### src/sv/wpb_pkg.sv
`timescale 1ns / 1ps
// ----------------------------------------------------------------------------
// wpb_pkg: shared types and constants for the waveform peak bucket unit
// Field widths, configuration register indexes and the divider handshake.
// ----------------------------------------------------------------------------
package wpb_pkg;

  localparam int unsigned SAMPLE_BITS_DEF = 24;
  localparam int unsigned MAX_RUN_DEF     = 64;

  localparam int unsigned TOTAL_W  = 32;  // total_samples width
  localparam int unsigned BUCKET_W = 16;  // bucket_count and bucket_number width
  localparam int unsigned CUR_W    = 17;  // open bucket index, can reach bucket_count
  localparam int unsigned CFG_IDX_W = 1;
  localparam int unsigned CFG_DATA_W = 32;

  localparam logic [CFG_IDX_W-1:0] REG_TOTAL_SAMPLES = 1'b0;
  localparam logic [CFG_IDX_W-1:0] REG_BUCKET_COUNT  = 1'b1;

  typedef struct packed {
    logic                start;
    logic [TOTAL_W-1:0]  dividend;
    logic [BUCKET_W-1:0] divisor;
  } div_req_t;

  typedef struct packed {
    logic                done;
    logic [TOTAL_W-1:0]  quot;
    logic [BUCKET_W-1:0] rem;
  } div_rsp_t;

endpackage

### src/sv/wpb_div.sv
`timescale 1ns / 1ps
// ----------------------------------------------------------------------------
// wpb_div: iterative restoring divider
// Divides the clip length by the bucket count, one quotient bit per cycle.
// ----------------------------------------------------------------------------
module wpb_div (
  input  logic              clk,
  input  logic              rst_n,
  input  wpb_pkg::div_req_t req,
  output wpb_pkg::div_rsp_t rsp
);
  import wpb_pkg::*;

  localparam int unsigned STEP_W = $clog2(TOTAL_W + 1);

  logic [STEP_W-1:0]   step_r, step_nxt;
  logic                busy_r, busy_nxt;
  logic                done_r, done_nxt;
  logic [TOTAL_W-1:0]  quot_r, quot_nxt;
  logic [BUCKET_W-1:0] rem_r, rem_nxt;
  logic [BUCKET_W-1:0] dsr_r, dsr_nxt;
  logic [BUCKET_W:0]   trial;
  logic [BUCKET_W:0]   diff;
  logic                fits;

  always_comb begin
    step_nxt = step_r;
    busy_nxt = busy_r;
    done_nxt = 1'b0;
    quot_nxt = quot_r;
    rem_nxt  = rem_r;
    dsr_nxt  = dsr_r;
    trial    = {rem_r, quot_r[TOTAL_W-1]};
    diff     = trial - {1'b0, dsr_r};
    fits     = (trial >= {1'b0, dsr_r});
    if (req.start) begin
      busy_nxt = 1'b1;
      step_nxt = '0;
      quot_nxt = req.dividend;
      rem_nxt  = '0;
      dsr_nxt  = req.divisor;
    end else if (busy_r) begin
      // Shift in the next dividend bit and subtract when the divisor fits.
      rem_nxt  = fits ? diff[BUCKET_W-1:0] : trial[BUCKET_W-1:0];
      quot_nxt = {quot_r[TOTAL_W-2:0], fits};
      step_nxt = step_r + STEP_W'(1);
      if (step_r == STEP_W'(TOTAL_W - 1)) begin
        busy_nxt = 1'b0;
        done_nxt = 1'b1;
      end
    end
  end

  always_ff @(posedge clk) begin
    if (!rst_n) begin
      step_r <= '0;
      busy_r <= 1'b0;
      done_r <= 1'b0;
      quot_r <= '0;
      rem_r  <= '0;
      dsr_r  <= '0;
    end else begin
      step_r <= step_nxt;
      busy_r <= busy_nxt;
      done_r <= done_nxt;
      quot_r <= quot_nxt;
      rem_r  <= rem_nxt;
      dsr_r  <= dsr_nxt;
    end
  end

  assign rsp.done = done_r;
  assign rsp.quot = quot_r;
  assign rsp.rem  = rem_r;

`ifndef SYNTH
  a_done_not_busy: assert property (@(posedge clk) disable iff (!rst_n)
    done_r |-> !busy_r)
    else $error("divider reports done while still busy");

  a_rem_below_divisor: assert property (@(posedge clk) disable iff (!rst_n)
    (done_r && dsr_r != '0) |-> (rem_r < dsr_r))
    else $error("divider remainder not below divisor");

  a_done_after_busy: assert property (@(posedge clk) disable iff (!rst_n)
    done_r |-> $past(busy_r))
    else $error("divider done without a running division");
`endif

endmodule

### src/sv/wpb_seq.sv
`timescale 1ns / 1ps
// ----------------------------------------------------------------------------
// wpb_seq: bucket sequencer
// Tracks the clip position, the running min/max and the bucket boundaries,
// and closes buckets one per pass through its test and hand-off states.
// ----------------------------------------------------------------------------
module wpb_seq #(
  parameter int unsigned SAMPLE_BITS = wpb_pkg::SAMPLE_BITS_DEF,
  parameter int unsigned MAX_RUN     = wpb_pkg::MAX_RUN_DEF
) (
  input  logic                             clk,
  input  logic                             rst_n,
  input  logic                             restart,
  input  logic [wpb_pkg::TOTAL_W-1:0]      total,
  input  logic [wpb_pkg::BUCKET_W-1:0]     eff,
  input  logic                             in_valid,
  output logic                             in_ready,
  input  logic signed [SAMPLE_BITS-1:0]    in_sample,
  output wpb_pkg::div_req_t                div_req,
  input  wpb_pkg::div_rsp_t                div_rsp,
  output logic                             res_valid,
  input  logic                             res_take,
  output logic signed [SAMPLE_BITS-1:0]    res_min,
  output logic signed [SAMPLE_BITS-1:0]    res_max,
  output logic [wpb_pkg::BUCKET_W-1:0]     res_number,
  output logic                             res_last
);
  import wpb_pkg::*;

  localparam int unsigned RUN_W = $clog2(MAX_RUN + 1);
  localparam logic signed [SAMPLE_BITS-1:0] SMP_MAX = {1'b0, {(SAMPLE_BITS-1){1'b1}}};
  localparam logic signed [SAMPLE_BITS-1:0] SMP_MIN = {1'b1, {(SAMPLE_BITS-1){1'b0}}};

  localparam logic [2:0] S_IDLE = 3'd0;
  localparam logic [2:0] S_PREP = 3'd1;
  localparam logic [2:0] S_DIV  = 3'd2;
  localparam logic [2:0] S_TEST = 3'd3;
  localparam logic [2:0] S_LAST = 3'd4;

  logic [2:0]                    state_r, state_nxt;
  logic [TOTAL_W-1:0]            pos_r, pos_nxt;
  logic [CUR_W-1:0]              cb_r, cb_nxt;
  logic [TOTAL_W-1:0]            nb_r, nb_nxt;
  logic [BUCKET_W-1:0]           br_r, br_nxt;
  logic [TOTAL_W-1:0]            quot_r, quot_nxt;
  logic [BUCKET_W-1:0]           srem_r, srem_nxt;
  logic signed [SAMPLE_BITS-1:0] min_r, min_nxt;
  logic signed [SAMPLE_BITS-1:0] max_r, max_nxt;
  logic signed [SAMPLE_BITS-1:0] smp_r, smp_nxt;
  logic [RUN_W-1:0]              n_r, n_nxt;
  logic                          full_r, full_nxt;
  logic signed [SAMPLE_BITS-1:0] hmin_r, hmin_nxt;
  logic signed [SAMPLE_BITS-1:0] hmax_r, hmax_nxt;
  logic [BUCKET_W-1:0]           hnum_r, hnum_nxt;

  logic [TOTAL_W:0]   end_pos;
  logic               hit;
  logic               more;
  logic [CUR_W-1:0]   cb_inc;
  logic [BUCKET_W:0]  rsum;
  logic               wrap;
  logic [TOTAL_W-1:0] nb_step;

  always_comb begin
    state_nxt = state_r;
    pos_nxt   = pos_r;
    cb_nxt    = cb_r;
    nb_nxt    = nb_r;
    br_nxt    = br_r;
    quot_nxt  = quot_r;
    srem_nxt  = srem_r;
    min_nxt   = min_r;
    max_nxt   = max_r;
    smp_nxt   = smp_r;
    n_nxt     = n_r;
    full_nxt  = full_r;
    hmin_nxt  = hmin_r;
    hmax_nxt  = hmax_r;
    hnum_nxt  = hnum_r;

    div_req.start    = 1'b0;
    div_req.dividend = total;
    div_req.divisor  = eff;

    end_pos = {1'b0, pos_r} + (TOTAL_W + 1)'(1);
    hit     = (cb_r < CUR_W'(eff)) && ({1'b0, nb_r} <= end_pos) && (n_r < RUN_W'(MAX_RUN));
    more    = !full_r && hit;
    cb_inc  = cb_r + CUR_W'(1);
    rsum    = {1'b0, br_r} + {1'b0, srem_r};
    wrap    = (rsum >= {1'b0, eff});
    nb_step = nb_r + quot_r + TOTAL_W'(wrap);

    if (restart) begin
      pos_nxt   = '0;
      cb_nxt    = '0;
      min_nxt   = SMP_MAX;
      max_nxt   = SMP_MIN;
      state_nxt = S_PREP;
    end else begin
      unique case (state_r)
        S_IDLE: begin
          if (in_valid && eff != '0 && cb_r < CUR_W'(eff)) begin
            smp_nxt = in_sample;
            if (in_sample < min_r) min_nxt = in_sample;
            if (in_sample > max_r) max_nxt = in_sample;
            n_nxt     = '0;
            full_nxt  = 1'b0;
            state_nxt = S_TEST;
          end
        end
        S_PREP: begin
          div_req.start = 1'b1;
          state_nxt     = S_DIV;
        end
        S_DIV: begin
          if (div_rsp.done) begin
            quot_nxt  = (eff == '0) ? '0 : div_rsp.quot;
            srem_nxt  = (eff == '0) ? '0 : div_rsp.rem;
            nb_nxt    = (eff == '0) ? '0 : div_rsp.quot;
            br_nxt    = (eff == '0) ? '0 : div_rsp.rem;
            state_nxt = S_IDLE;
          end
        end
        S_TEST: begin
          if (hit) begin
            hmin_nxt = min_r;
            hmax_nxt = max_r;
            hnum_nxt = cb_r[BUCKET_W-1:0];
            full_nxt = ({1'b0, nb_r} == end_pos);
            min_nxt  = smp_r;
            max_nxt  = smp_r;
            cb_nxt   = cb_inc;
            n_nxt    = n_r + RUN_W'(1);
            if (cb_inc < CUR_W'(eff)) begin
              nb_nxt = nb_step;
              br_nxt = wrap ? BUCKET_W'(rsum - {1'b0, eff}) : rsum[BUCKET_W-1:0];
            end
            state_nxt = S_LAST;
          end else begin
            pos_nxt   = pos_r + TOTAL_W'(1);
            state_nxt = S_IDLE;
          end
        end
        S_LAST: begin
          if (res_take) begin
            if (more) begin
              state_nxt = S_TEST;
            end else begin
              pos_nxt   = pos_r + TOTAL_W'(1);
              min_nxt   = SMP_MAX;
              max_nxt   = SMP_MIN;
              state_nxt = S_IDLE;
            end
          end
        end
        default: state_nxt = S_IDLE;
      endcase
    end
  end

  always_ff @(posedge clk) begin
    if (!rst_n) begin
      state_r <= S_IDLE;
      pos_r   <= '0;
      cb_r    <= '0;
      nb_r    <= '0;
      br_r    <= '0;
      quot_r  <= '0;
      srem_r  <= '0;
      min_r   <= SMP_MAX;
      max_r   <= SMP_MIN;
      n_r     <= '0;
      full_r  <= 1'b0;
    end else begin
      state_r <= state_nxt;
      pos_r   <= pos_nxt;
      cb_r    <= cb_nxt;
      nb_r    <= nb_nxt;
      br_r    <= br_nxt;
      quot_r  <= quot_nxt;
      srem_r  <= srem_nxt;
      min_r   <= min_nxt;
      max_r   <= max_nxt;
      n_r     <= n_nxt;
      full_r  <= full_nxt;
    end
  end

  always_ff @(posedge clk) begin
    smp_r  <= smp_nxt;
    hmin_r <= hmin_nxt;
    hmax_r <= hmax_nxt;
    hnum_r <= hnum_nxt;
  end

  assign in_ready   = (state_r == S_IDLE);
  assign res_valid  = (state_r == S_LAST);
  assign res_min    = hmin_r;
  assign res_max    = hmax_r;
  assign res_number = hnum_r;
  assign res_last   = !more;

`ifndef SYNTH
  a_bucket_in_range: assert property (@(posedge clk) disable iff (!rst_n)
    (state_r == S_IDLE && !restart) |-> (cb_r <= CUR_W'(eff)))
    else $error("open bucket index beyond the bucket count");

  a_single_sample_bucket: assert property (@(posedge clk) disable iff (!rst_n)
    (state_r == S_TEST && n_r != '0) |-> (min_r == max_r))
    else $error("follow-on bucket must cover only the current sample");

  a_run_continues: assert property (@(posedge clk) disable iff (!rst_n)
    (res_valid && res_take && !res_last && !restart) |=> (state_r == S_TEST))
    else $error("run ended although the bucket was not marked last");

  a_run_capped: assert property (@(posedge clk) disable iff (!rst_n)
    n_r <= RUN_W'(MAX_RUN))
    else $error("run length over the cap");
`endif

endmodule

### src/sv/waveform_peak_buckets_unit.sv
`timescale 1ns / 1ps
// ----------------------------------------------------------------------------
// waveform_peak_buckets_unit: min/max peak decimation for a waveform overview
// Splits a clip into buckets and reports the smallest and largest sample of
// each bucket as the sample that closes it arrives.
// ----------------------------------------------------------------------------
// Samples enter one item at a time on the in_ channel; each bucket leaves as
// one item on the out_ channel with its min, max, index and a flag on the last
// bucket closed by the same sample. A sample that closes no bucket passes
// through the test step alone. The sequencer closes one bucket per two-step
// pass (test, then hand-off to the output register, which waits while that
// register holds an item not yet taken). Every configuration write restarts
// the clip and runs the divider (one set-up step, 32 quotient bits, one
// hand-back), during which no sample is taken. Writes belong in idle
// periods only.
// ----------------------------------------------------------------------------
module waveform_peak_buckets_unit #(
  parameter int unsigned SAMPLE_BITS = wpb_pkg::SAMPLE_BITS_DEF,
  parameter int unsigned MAX_RUN     = wpb_pkg::MAX_RUN_DEF
) (
  input  logic                            clk,
  input  logic                            rst_n,
  // Configuration write port.
  input  logic                            cfg_we,
  input  logic [wpb_pkg::CFG_IDX_W-1:0]   cfg_index,
  input  logic [wpb_pkg::CFG_DATA_W-1:0]  cfg_wdata,
  // Sample input.
  input  logic                            in_valid,
  output logic                            in_ready,
  input  logic signed [SAMPLE_BITS-1:0]   in_sample,
  // Bucket results.
  output logic                            out_valid,
  input  logic                            out_ready,
  output logic signed [SAMPLE_BITS-1:0]   out_bucket_min,
  output logic signed [SAMPLE_BITS-1:0]   out_bucket_max,
  output logic [wpb_pkg::BUCKET_W-1:0]    out_bucket_number,
  output logic                            out_run_last
);
  import wpb_pkg::*;

  // Clamp bound (MAX_RUN-1)*total_samples needs the extra run bits.
  localparam int unsigned LIM_W = TOTAL_W + $clog2(MAX_RUN);

  logic [TOTAL_W-1:0]  total_r, total_nxt;
  logic [BUCKET_W-1:0] bcnt_r, bcnt_nxt;
  logic [LIM_W-1:0]    lim;
  logic [BUCKET_W-1:0] eff;

  div_req_t div_req;
  div_rsp_t div_rsp;

  logic                          res_valid;
  logic                          res_take;
  logic signed [SAMPLE_BITS-1:0] res_min;
  logic signed [SAMPLE_BITS-1:0] res_max;
  logic [BUCKET_W-1:0]           res_number;
  logic                          res_last;

  logic                          out_valid_r, out_valid_nxt;
  logic signed [SAMPLE_BITS-1:0] omin_r, omin_nxt;
  logic signed [SAMPLE_BITS-1:0] omax_r, omax_nxt;
  logic [BUCKET_W-1:0]           onum_r, onum_nxt;
  logic                          olast_r, olast_nxt;

  // Configuration registers. Any write restarts the clip in the sequencer.
  always_comb begin
    total_nxt = total_r;
    bcnt_nxt  = bcnt_r;
    if (cfg_we) begin
      unique case (cfg_index)
        REG_TOTAL_SAMPLES: total_nxt = cfg_wdata[TOTAL_W-1:0];
        REG_BUCKET_COUNT:  bcnt_nxt  = cfg_wdata[BUCKET_W-1:0];
        default: ;
      endcase
    end
  end

  always_ff @(posedge clk) begin
    if (!rst_n) begin
      total_r <= '0;
      bcnt_r  <= '0;
    end else begin
      total_r <= total_nxt;
      bcnt_r  <= bcnt_nxt;
    end
  end

  // Effective bucket count: zero for an empty clip, otherwise limited so that
  // one sample never closes more than MAX_RUN buckets. When the limit applies
  // it is at most the requested count, so it fits the bucket width.
  assign lim = LIM_W'(total_r) * LIM_W'(MAX_RUN - 1);

  always_comb begin
    if (total_r == '0) begin
      eff = '0;
    end else if (LIM_W'(bcnt_r) < lim) begin
      eff = bcnt_r;
    end else begin
      eff = lim[BUCKET_W-1:0];
    end
  end

  wpb_div u_div (
    .clk   (clk),
    .rst_n (rst_n),
    .req   (div_req),
    .rsp   (div_rsp)
  );

  wpb_seq #(
    .SAMPLE_BITS (SAMPLE_BITS),
    .MAX_RUN     (MAX_RUN)
  ) u_seq (
    .clk        (clk),
    .rst_n      (rst_n),
    .restart    (cfg_we),
    .total      (total_r),
    .eff        (eff),
    .in_valid   (in_valid),
    .in_ready   (in_ready),
    .in_sample  (in_sample),
    .div_req    (div_req),
    .div_rsp    (div_rsp),
    .res_valid  (res_valid),
    .res_take   (res_take),
    .res_min    (res_min),
    .res_max    (res_max),
    .res_number (res_number),
    .res_last   (res_last)
  );

  // Output register: the sequencer hands a bucket over whenever the register
  // is empty or its item is being taken in the same cycle.
  assign res_take = !out_valid_r || out_ready;

  always_comb begin
    out_valid_nxt = out_valid_r;
    omin_nxt      = omin_r;
    omax_nxt      = omax_r;
    onum_nxt      = onum_r;
    olast_nxt     = olast_r;
    if (out_valid_r && out_ready) begin
      out_valid_nxt = 1'b0;
    end
    if (res_valid && res_take) begin
      out_valid_nxt = 1'b1;
      omin_nxt      = res_min;
      omax_nxt      = res_max;
      onum_nxt      = res_number;
      olast_nxt     = res_last;
    end
  end

  always_ff @(posedge clk) begin
    if (!rst_n) begin
      out_valid_r <= 1'b0;
    end else begin
      out_valid_r <= out_valid_nxt;
    end
  end

  always_ff @(posedge clk) begin
    omin_r  <= omin_nxt;
    omax_r  <= omax_nxt;
    onum_r  <= onum_nxt;
    olast_r <= olast_nxt;
  end

  assign out_valid         = out_valid_r;
  assign out_bucket_min    = omin_r;
  assign out_bucket_max    = omax_r;
  assign out_bucket_number = onum_r;
  assign out_run_last      = olast_r;

endmodule

### config.mk
export PLATFORM = sky130hd
export DESIGN_NAME = waveform_peak_buckets_unit
export DESIGN_NICKNAME = d
export VERILOG_FILES = /design/src/sv/wpb_pkg.sv /design/src/sv/wpb_div.sv /design/src/sv/wpb_seq.sv /design/src/sv/waveform_peak_buckets_unit.sv
export SDC_FILE = /design/constraint.sdc
export NUM_CORES = 1
export LEC_CHECK = 0
export ABC_AREA = 1
export BUFFER_PORTS_ARGS = -buffer_cell sky130_fd_sc_hd__buf_2
export CAP_MARGIN = 20
export CORE_MARGIN = 3
export CORE_UTILIZATION = 60
export CTS_BUF_LIST = sky130_fd_sc_hd__clkbuf_16
export DETAILED_ROUTE_END_ITERATION = 6
export GPL_TIMING_DRIVEN = 0
export PLACE_DENSITY = 0.76
export SLEW_MARGIN = 25
export SYNTH_ARGS = -nofsm -noshare
export SYNTH_HDL_FRONTEND = slang
export SYNTH_SLANG_ARGS = --single-unit
### constraint.sdc
create_clock -name clk -period 12 [get_ports clk]
set_input_delay 2.4 -clock clk [delete_from_list [all_inputs] [get_ports clk]]
set_output_delay 2.4 -clock clk [all_outputs]
set_load 0.01 [all_outputs]
==> Flow_metrics.wiki, run 1 <==
{| class="wikitable"
! Metric !! Value
|-
| Outcome || finished clean
|-
| Min-delay worst type || reg2reg
|-
| Wire length of the first global-routing pass || approximately 140000 µm
|-
| Floorplan row count || 82
|-
| Kind of critical path || reg2reg
|-
| Average detailed-routed wire length per instance || about 18 µm
|-
| Share of final-layout standard cells stronger than drive strength 1 || 6.98%
|-
| Leak Pwr || around 0.016 µW
|-
| Xor/xnor share of the synthesized area || 3.50%
|-
| Data required time of the critical path || 12490 ps
|-
| Number of remaining DRC errors || 0
|-
| Number of buffers created by CTS || 50
|-
| Seq/Total Area, Yosys || approximately 36%
|-
| Initial core utilization || roughly three fifths
|-
| Final Wtd Congestion || 0.962
|-
| Register bit total from synthesis || roughly 480
|-
| Synth top area share || 21.0%
|-
| Slew HR || 40.0%
|-
| Async set or reset register ratio after synthesis || 0%
|-
| Worst-Margin Slew || 900 ps
|-
| Mux share of post-synthesis cell area || 0.0969%
|-
| Initial drt markers || 2554
|-
| Main combinational cell family by area after synthesis || simple AND/OR/NAND/NOR gates
|-
| Share of synthesized cell area in full adder, half adder and majority cells || between 10% and 20%
|-
| Overall routing resource usage || 31.4%
|-
| Pin count of the biggest net entering global routing || 30
|-
| CTS Hold Bufs || 0
|-
| Relative area change from synthesis to final layout || 11.0%
|-
| Detailed-placement wirelength estimate || 66700 µm
|-
| Net total in the final layout || approximately 4600
|-
| Complex-gate fraction of the synthesized area || between 10% and 20%
|-
| Post-route cell area || ~0.034 mm²
|-
| Pwr per Cell Area || 167 mW/mm²
|-
| Full die area || 0.0544 mm²
|-
| Synth area leader || sky130_fd_sc_hd__dfxtp_1
|-
| Pre-antenna DRT Iters || 6
|-
| Fill count || 4302
|-
| Per-instance average area after synthesis || approximately 8 µm²
|-
| Warnings from Yosys || 0
|-
| CP Capture Type || flip-flop
|-
| Most common cell after layout, fill and taps aside || sky130_fd_sc_hd__nand2_1
|-
| Final setup vio count || 0
|-
| Vias in the first global route || 26100
|-
| Arrival time of data at the critical path endpoint || 11510 ps
|-
| Worst-path cell with the longest stage delay || sky130_fd_sc_hd__fa_1
|-
| Later-pin clock latency in the skew report || approximately 630 ps
|-
| Worst VDD drop || 0.235 mV
|-
| Average vias per placed instance || 5.68
|-
| Nets in the synthesized netlist || 4399
|-
| Unique masters post-synth || 58
|-
| Placement Cell Area || 0.0326 mm²
|-
| # port buffers || 126
|-
| Highest achievable clock rate || 0.0907 GHz
|-
| Critical path launch point type || flip-flop
|-
| Highest cell delay on the worst timing path || ~600 ps
|-
| Longest Clk Path Bufs || 3
|-
| Total wirelength of the detailed-routed design || 86400 µm
|-
| Total negative slack for setup checks || 0 ps
|-
| Final core area utilization || 68.0%
|-
| Number of post-CTS setup repair buffers || 0
|-
| Prevailing post-synth register cell || sky130_fd_sc_hd__dfxtp_1
|-
| Maxcap violations || 0
|-
| Cell occurring most often along the worst timing path || sky130_fd_sc_hd__nand2_1
|-
| Core outline area || roughly 0.05 mm²
|-
| Reg clk slew, reported paths || 70 ps
|-
| I/O pin count || 129
|-
| Die height || 233 µm
|-
| Final worst path period need || 11020 ps
|-
| Area fraction in and, or, nand and nor cells after synthesis || 20.1%
|-
| Root Buffer || sky130_fd_sc_hd__clkbuf_16
|-
| Clock Sink Count || 478
|-
| Period utilisation layout || about nine tenths
|-
| Delay-heaviest family, CP || adder cells
|-
| H-tree Lvls || 2
|-
| Number of vias after detailed routing || 27700
|-
| Initial antenna violation count || 4
|-
| Width of the die || 233 µm
|-
| Remaining antenna violation count || 0
|-
| Post-route clock skew || between 50 and 60 ps
|-
| Post-synthesis instance total || 3973
|-
| Final slew viol count || 0
|-
| Most frequent cells in the layout || sky130_fd_sc_hd__nand2_1, sky130_fd_sc_hd__inv_1, sky130_fd_sc_hd__a21oi_1
|-
| Unrepaired setup endpoints after global routing || no
|-
| TritonCTS clock tree || done
|-
| Hold Fails Final Rpt || 0
|-
| Sum of overflow across all layers after global routing || 0
|-
| Total power draw || 5740 µW
|-
| Placed Instances || 4778
|-
| Total standard cell area after synthesis || 0.0310 mm²
|-
| Cell Count, Final, Fillers Out || 4875
|-
| Number of buffer and inverter stages on the critical path || 9
|-
| Number of enable flip-flop cells after synthesis || 153
|-
| Cells taking the most area after synthesis || sky130_fd_sc_hd__dfxtp_1, sky130_fd_sc_hd__edfxtp_1, sky130_fd_sc_hd__ha_1
|-
| Maximum fanout along the worst path || 12
|}
[worst paths after layout]
kind / start / end / slack (ps) / cells past startpoint
hold reg to reg: u_seq.res_min[19] / out_bucket_min[19] / 420 / 0
setup reg to reg: total_r[6] / u_seq.nb_r[28] / 980 / 62
setup / recovery: total_r[6] / u_seq.nb_r[28] / 980 / 62
hold / removal: u_seq.res_min[19] / out_bucket_min[19] / 420 / 0
[Yosys cell counts, types with 7 or more instances]
master and n:
sky130_fd_sc_hd__nand4_1 73, sky130_fd_sc_hd__nand2_2 8, sky130_fd_sc_hd__nor2_1 277, sky130_fd_sc_hd__o211ai_1 30
sky130_fd_sc_hd__a221oi_1 17, sky130_fd_sc_hd__a21boi_0 7, sky130_fd_sc_hd__o21bai_1 11, sky130_fd_sc_hd__nand3_2 8
sky130_fd_sc_hd__nor3_1 30, sky130_fd_sc_hd__clkbuf_1 104, sky130_fd_sc_hd__nor2_2 10, sky130_fd_sc_hd__dfxtp_1 325
sky130_fd_sc_hd__inv_1 598, sky130_fd_sc_hd__nand3b_1 7, sky130_fd_sc_hd__o21ai_0 242, sky130_fd_sc_hd__xnor2_1 42
sky130_fd_sc_hd__o21a_1 21, sky130_fd_sc_hd__ha_1 270, sky130_fd_sc_hd__nor4_1 17, sky130_fd_sc_hd__nand3_1 176
sky130_fd_sc_hd__buf_2 19, sky130_fd_sc_hd__o21ai_1 12, sky130_fd_sc_hd__xor2_1 82, sky130_fd_sc_hd__a31oi_1 28
sky130_fd_sc_hd__a21oi_1 377, sky130_fd_sc_hd__clkinv_1 7, sky130_fd_sc_hd__fa_1 94, sky130_fd_sc_hd__o22ai_1 16
sky130_fd_sc_hd__edfxtp_1 153, sky130_fd_sc_hd__nand2_1 821, sky130_fd_sc_hd__a211oi_1 18
[state kept, by name, indices dropped and copies added, names as in the netlist, 17 cells and up]
signal          cells
u_seq.nb_r         32
total_r            32
u_seq.pos_r        32
u_div.quot_r       32
out_bucket_max     24
u_seq.res_min      24
u_seq.cb_r         17
u_seq.min_r        24
u_seq.smp_r        24
u_seq.max_r        24
out_bucket_min     24
u_seq.quot_r       32
u_seq.res_max      24
[metrics by stage]
step / hold WS, ps / setup WS [ps]
finish: 417 / 978
global route: 423 / 20.9
CTS: 417 / 158
detailed placement: 405 / -14.2
global placement: 400 / -984
floorplan: 400 / 2180
[power by group]
| part | leakage, µW | switching, µW | internal [µW] |
|---|---|---|---|
| Sequential | 0.00402 | 86.4 | 1750 |
| Clock | 0.000899 | 696 | 998 |
| Combinational | 0.0111 | 1460 | 749 |
| Total | 0.0161 | 2240 | 3490 |
[logic make-up after synthesis]
| kind of cell | count (synthesis) |
|---|---|
| buf+inv | 746 |
| mux | 3 |
| flops | 478 |
| compound gates | 800 |
| simple gates | 1458 |
| xor+xnor | 124 |
| fa+ha+maj | 364 |
[what timing repair did]
item | CTS | global route
pin swaps | 0 | 1
setup endpoints to repair | 1 | 15
resized for setup | 1 | 9
[per-layer routing]
metal | part of all wire, % | vias up | GRT usage, % | wire [µm]
met5 | 0.014 | - | 0 | 12
met4 | 4.2 | 2 | 13.2 | 3640
met3 | 7.2 | 218 | 4.11 | 6270
met2 | 46 | 1094 | 51.6 | 39900
met1 | 42 | 12900 | 42.0 | 36600
li1 | - | 13500 | - | -
[layout make-up]
type                    count  area [µm²]  share of cell area (%)
repair buffers            134         737                    2.14
clock buffers              51        1280                    3.71
flip-flops and latches    478       11100                    32.3
inverters                 611        2290                    6.67
plain buffers             134         572                    1.66
well taps                 672         841                    2.45
clock inverters            43         514                    1.50
diodes                      3        7.51                  0.0218
multi-input cells        2749       17000                    49.6
No activity file was read; power rests on OpenSTA's default activity.
==> inputs of run 2 (changes only) <==
--- a/config.mk
+++ b/config.mk
@@ -8,13 +8,16 @@
 export ABC_AREA = 1
 export BUFFER_PORTS_ARGS = -buffer_cell sky130_fd_sc_hd__buf_2
 export CAP_MARGIN = 20
+export CELL_PAD_IN_SITES_DETAIL_PLACEMENT = 1
+export CELL_PAD_IN_SITES_GLOBAL_PLACEMENT = 1
 export CORE_MARGIN = 3
-export CORE_UTILIZATION = 60
+export CORE_UTILIZATION = 47
 export CTS_BUF_LIST = sky130_fd_sc_hd__clkbuf_16
 export DETAILED_ROUTE_END_ITERATION = 6
 export GPL_TIMING_DRIVEN = 0
-export PLACE_DENSITY = 0.76
+export PLACE_DENSITY = 0.79
 export SLEW_MARGIN = 25
 export SYNTH_ARGS = -nofsm -noshare
 export SYNTH_HDL_FRONTEND = slang
 export SYNTH_SLANG_ARGS = --single-unit
+export TNS_END_PERCENT = 1
==> constraint.sdc (replaced) <==
create_clock -name clk -period 10.65 [get_ports clk]
set_input_delay 2.13 -clock clk [delete_from_list [all_inputs] [get_ports clk]]
set_output_delay 2.13 -clock clk [all_outputs]
set_load 0.01 [all_outputs]
==> run 2 against run 1 <==
- clock power up 11%
- clock skew down 23 ps
- global-route usage down 0.66 points
- setup slack got worse by 550 ps
- core utilization decreased by 14 points
- largest cell class unchanged
- largest power group unchanged
==> Flow_metrics.wiki, run 2 (synthesis results as in run 1) <==
{| class="wikitable"
! Metric !! Value
|-
| Longest Clk Path Bufs || 3 (unchanged)
|-
| Data required time of the critical path || 11140 ps (-1350 ps)
|-
| Die height || 263 µm (+13%)
|-
| Worst setup slack after placement || -2110 ps (-2100 ps)
|-
| Number of remaining DRC errors || 0 (unchanged)
|-
| Min-delay worst type || reg2reg
|-
| Sw frac || 40.5% (+1.4 points)
|-
| R2R setup slack || 430 ps (-550 ps)
|-
| Pin count of the biggest net entering global routing || 27 (-10%)
|-
| Detailed-placement wirelength estimate || 85100 µm (+28%)
|-
| Later-pin clock latency in the skew report || 640 ps (about the same)
|-
| Min-delay src || u_seq.res_number[2]
|-
| CTS Hold Bufs || 0 (unchanged)
|-
| Number of vias after detailed routing || 28400 (+2.5%)
|-
| Leak Pwr || 0.0162 µW (+0.82%)
|-
| # port buffers || 126 (unchanged)
|-
| Reg power frac || 31.1% (-0.9 points)
|-
| Pwr per Cell Area || 189 mW/mm² (+13%)
|-
| Critical path launch point type || flip-flop
|-
| Remaining antenna violation count || 0 (unchanged)
|-
| Pre-antenna DRT Iters || 5 (-1)
|-
| Placed Instances || 4963 (+3.9%)
|-
| M2 GR Usage || 49.9% (-1.7 points)
|-
| Most frequent cells in the layout || sky130_fd_sc_hd__nand2_1, sky130_fd_sc_hd__inv_1, sky130_fd_sc_hd__a21oi_1
|-
| Overall routing resource usage || 30.8% (-0.66 points)
|-
| Met1 track demand over resource in global routing || 42.2% (+0.16 points)
|-
| CP startpoint || total_r[6]
|-
| Worst-Margin Slew || 1120 ps (+222 ps)
|-
| Final worst path period need || 10220 ps (-804 ps)
|-
| Unrepaired setup endpoints after global routing || yes
|-
| Final core area utilization || 54.0% (-14 points)
|-
| Full die area || 0.0691 mm² (+27%)
|-
| Final slew viol count || 0 (unchanged)
|-
| Relative area change from synthesis to final layout || 12.9%
|-
| Width of the die || 263 µm (+13%)
|-
| Switching power summed over all nets || 2690 µW (+20%)
|-
| Floorplan row count || 93 (+13%)
|-
| Initial antenna violation count || 8 (+4)
|-
| Total wirelength of the detailed-routed design || 108000 µm (+25%)
|-
| Final Wtd Congestion || 0.902 (-6.2%)
|-
| Most common cell after layout, fill and taps aside || sky130_fd_sc_hd__nand2_1
|-
| Wire length of the first global-routing pass || 168000 µm (+24%)
|-
| Combinational group share of total power || 40.5% (+2.0 points)
|-
| Delay-heaviest family, CP || adder cells
|-
| Final setup vio count || 0 (unchanged)
|-
| Arrival time of data at the critical path endpoint || 10710 ps (-800 ps)
|-
| Net total in the final layout || 4600 (+0.35%)
|-
| Post-route clock skew || 31.9 ps (-22.8 ps)
|-
| Root Buffer || sky130_fd_sc_hd__clkbuf_16
|-
| TritonCTS clock tree || done
|-
| Setup slack of the critical path after layout || 432 ps (-546 ps)
|-
| Fill count || 8093 (+88%)
|-
| Share of final-layout standard cells stronger than drive strength 1 || 8.58% (+1.6 points)
|-
| Clock network fraction of total power || 28.4% (-1.1 points)
|-
| Maximum fanout along the worst path || 10 (-2)
|-
| Area of all sequential standard cells || 0.0111 mm² (+0.12%)
|-
| Core outline area || 0.0648 mm² (+28%)
|-
| Average vias per placed instance || 5.59 (-1.6%)
|-
| Number of buffer and inverter stages on the critical path || 8 (-1)
|-
| Origin of the critical flop-to-flop path || total_r[6]
|-
| Placement Cell Area || 0.0329 mm² (+0.91%)
|-
| Cell occurring most often along the worst timing path || sky130_fd_sc_hd__nand2_1
|-
| Maxcap violations || 0 (unchanged)
|-
| Highest cell delay on the worst timing path || 560 ps (-30 ps)
|-
| Busiest layer in global routing || met2
|-
| Cell Count, Final, Fillers Out || 5079 (+4.2%)
|-
| Hold Fails Final Rpt || 0 (unchanged)
|-
| Slew HR || 25.2% (-15 points)
|-
| Highest achievable clock rate || 0.0979 GHz (+7.9%)
|-
| Vias in the first global route || 29400 (+13%)
|-
| Sum of overflow across all layers after global routing || 0 (unchanged)
|-
| Total negative slack for setup checks || 0 ps (unchanged)
|-
| Outcome || finished clean
|-
| Internal power summed over all cells || 3940 µW (+13%)
|-
| Reg clk slew, reported paths || 60 ps (about the same)
|-
| I/O pin count || 129 (unchanged)
|-
| Number of buffers created by CTS || 54 (+8.0%)
|-
| CP Capture Type || flip-flop
|-
| Period utilisation layout || 95.9% (+4.1 points)
|-
| H-tree Lvls || 2 (unchanged)
|-
| Initial core utilization || 47.8% (-13 points)
|-
| Initial drt markers || 1933 (-24%)
|-
| Average detailed-routed wire length per instance || 21.3 µm (+20%)
|-
| Worst VDD drop || 0.167 mV (-29%)
|-
| Post-route cell area || 0.0350 mm² (+1.8%)
|-
| Clock Sink Count || 478 (unchanged)
|-
| Kind of critical path || reg2reg
|-
| Area of combinational cells with multiple inputs || 0.0173 mm² (+1.5%)
|-
| Met3 global-route usage || 3.89% (-0.21 points)
|-
| Worst-path cell with the longest stage delay || sky130_fd_sc_hd__fa_1
|}
run 2: path summary, 6_finish.rpt:
path	end	cells after the start
setup / recovery	u_seq.nb_r[28]	54
hold / removal	out_bucket_number[2]	0
setup reg to reg	u_seq.nb_r[28]	54
hold reg to reg	out_bucket_number[2]	0
run 2: cell type report:
class / instances / share of cell area, %
Timing Repair Buffer: 146 / 2.52
Buffer: 134 / 1.63
Sequential cell: 478 / 31.8
Antenna cell: 5 / 0.0358
Multi-Input combinational cell: 2749 / 49.4
Tap cell: 855 / 3.06
Clock inverter: 47 / 1.14
Inverter: 611 / 6.56
Clock buffer: 54 / 3.86
run 2: through the flow:
stage	hold slack, ps	total power (µW)
finish	419	6630
global route	423	7070
CTS	418	6570
detailed placement	405	4660
global placement	401	4570
floorplan	400	3900
run 2: power groups by stage:
stage	Sequential, µW	Clock (µW)	Combinational (µW)
final	2060	1880	2680
after global routing	2070	1980	3020
after CTS	2060	1900	2610
after detailed placement	2100	0	2560
after global placement	2100	0	2480
after floorplan	2060	0	1840
run 2: timing repair:
action                     4_1_cts  5_1_grt
pin swaps                        5       12
resized for setup               35       48
buffers inserted                 4        7
setup endpoints to repair       25       19
run 2: per-layer routing:
metal | routed length, µm | up-vias | part of all wire [%]
li1 | - | 13500 | -
met1 | 48700 | 14000 | 45
met2 | 49600 | 735 | 46
met3 | 5920 | 183 | 5.5
met4 | 4060 | 2 | 3.7
met5 | 9 | - | 0.0083
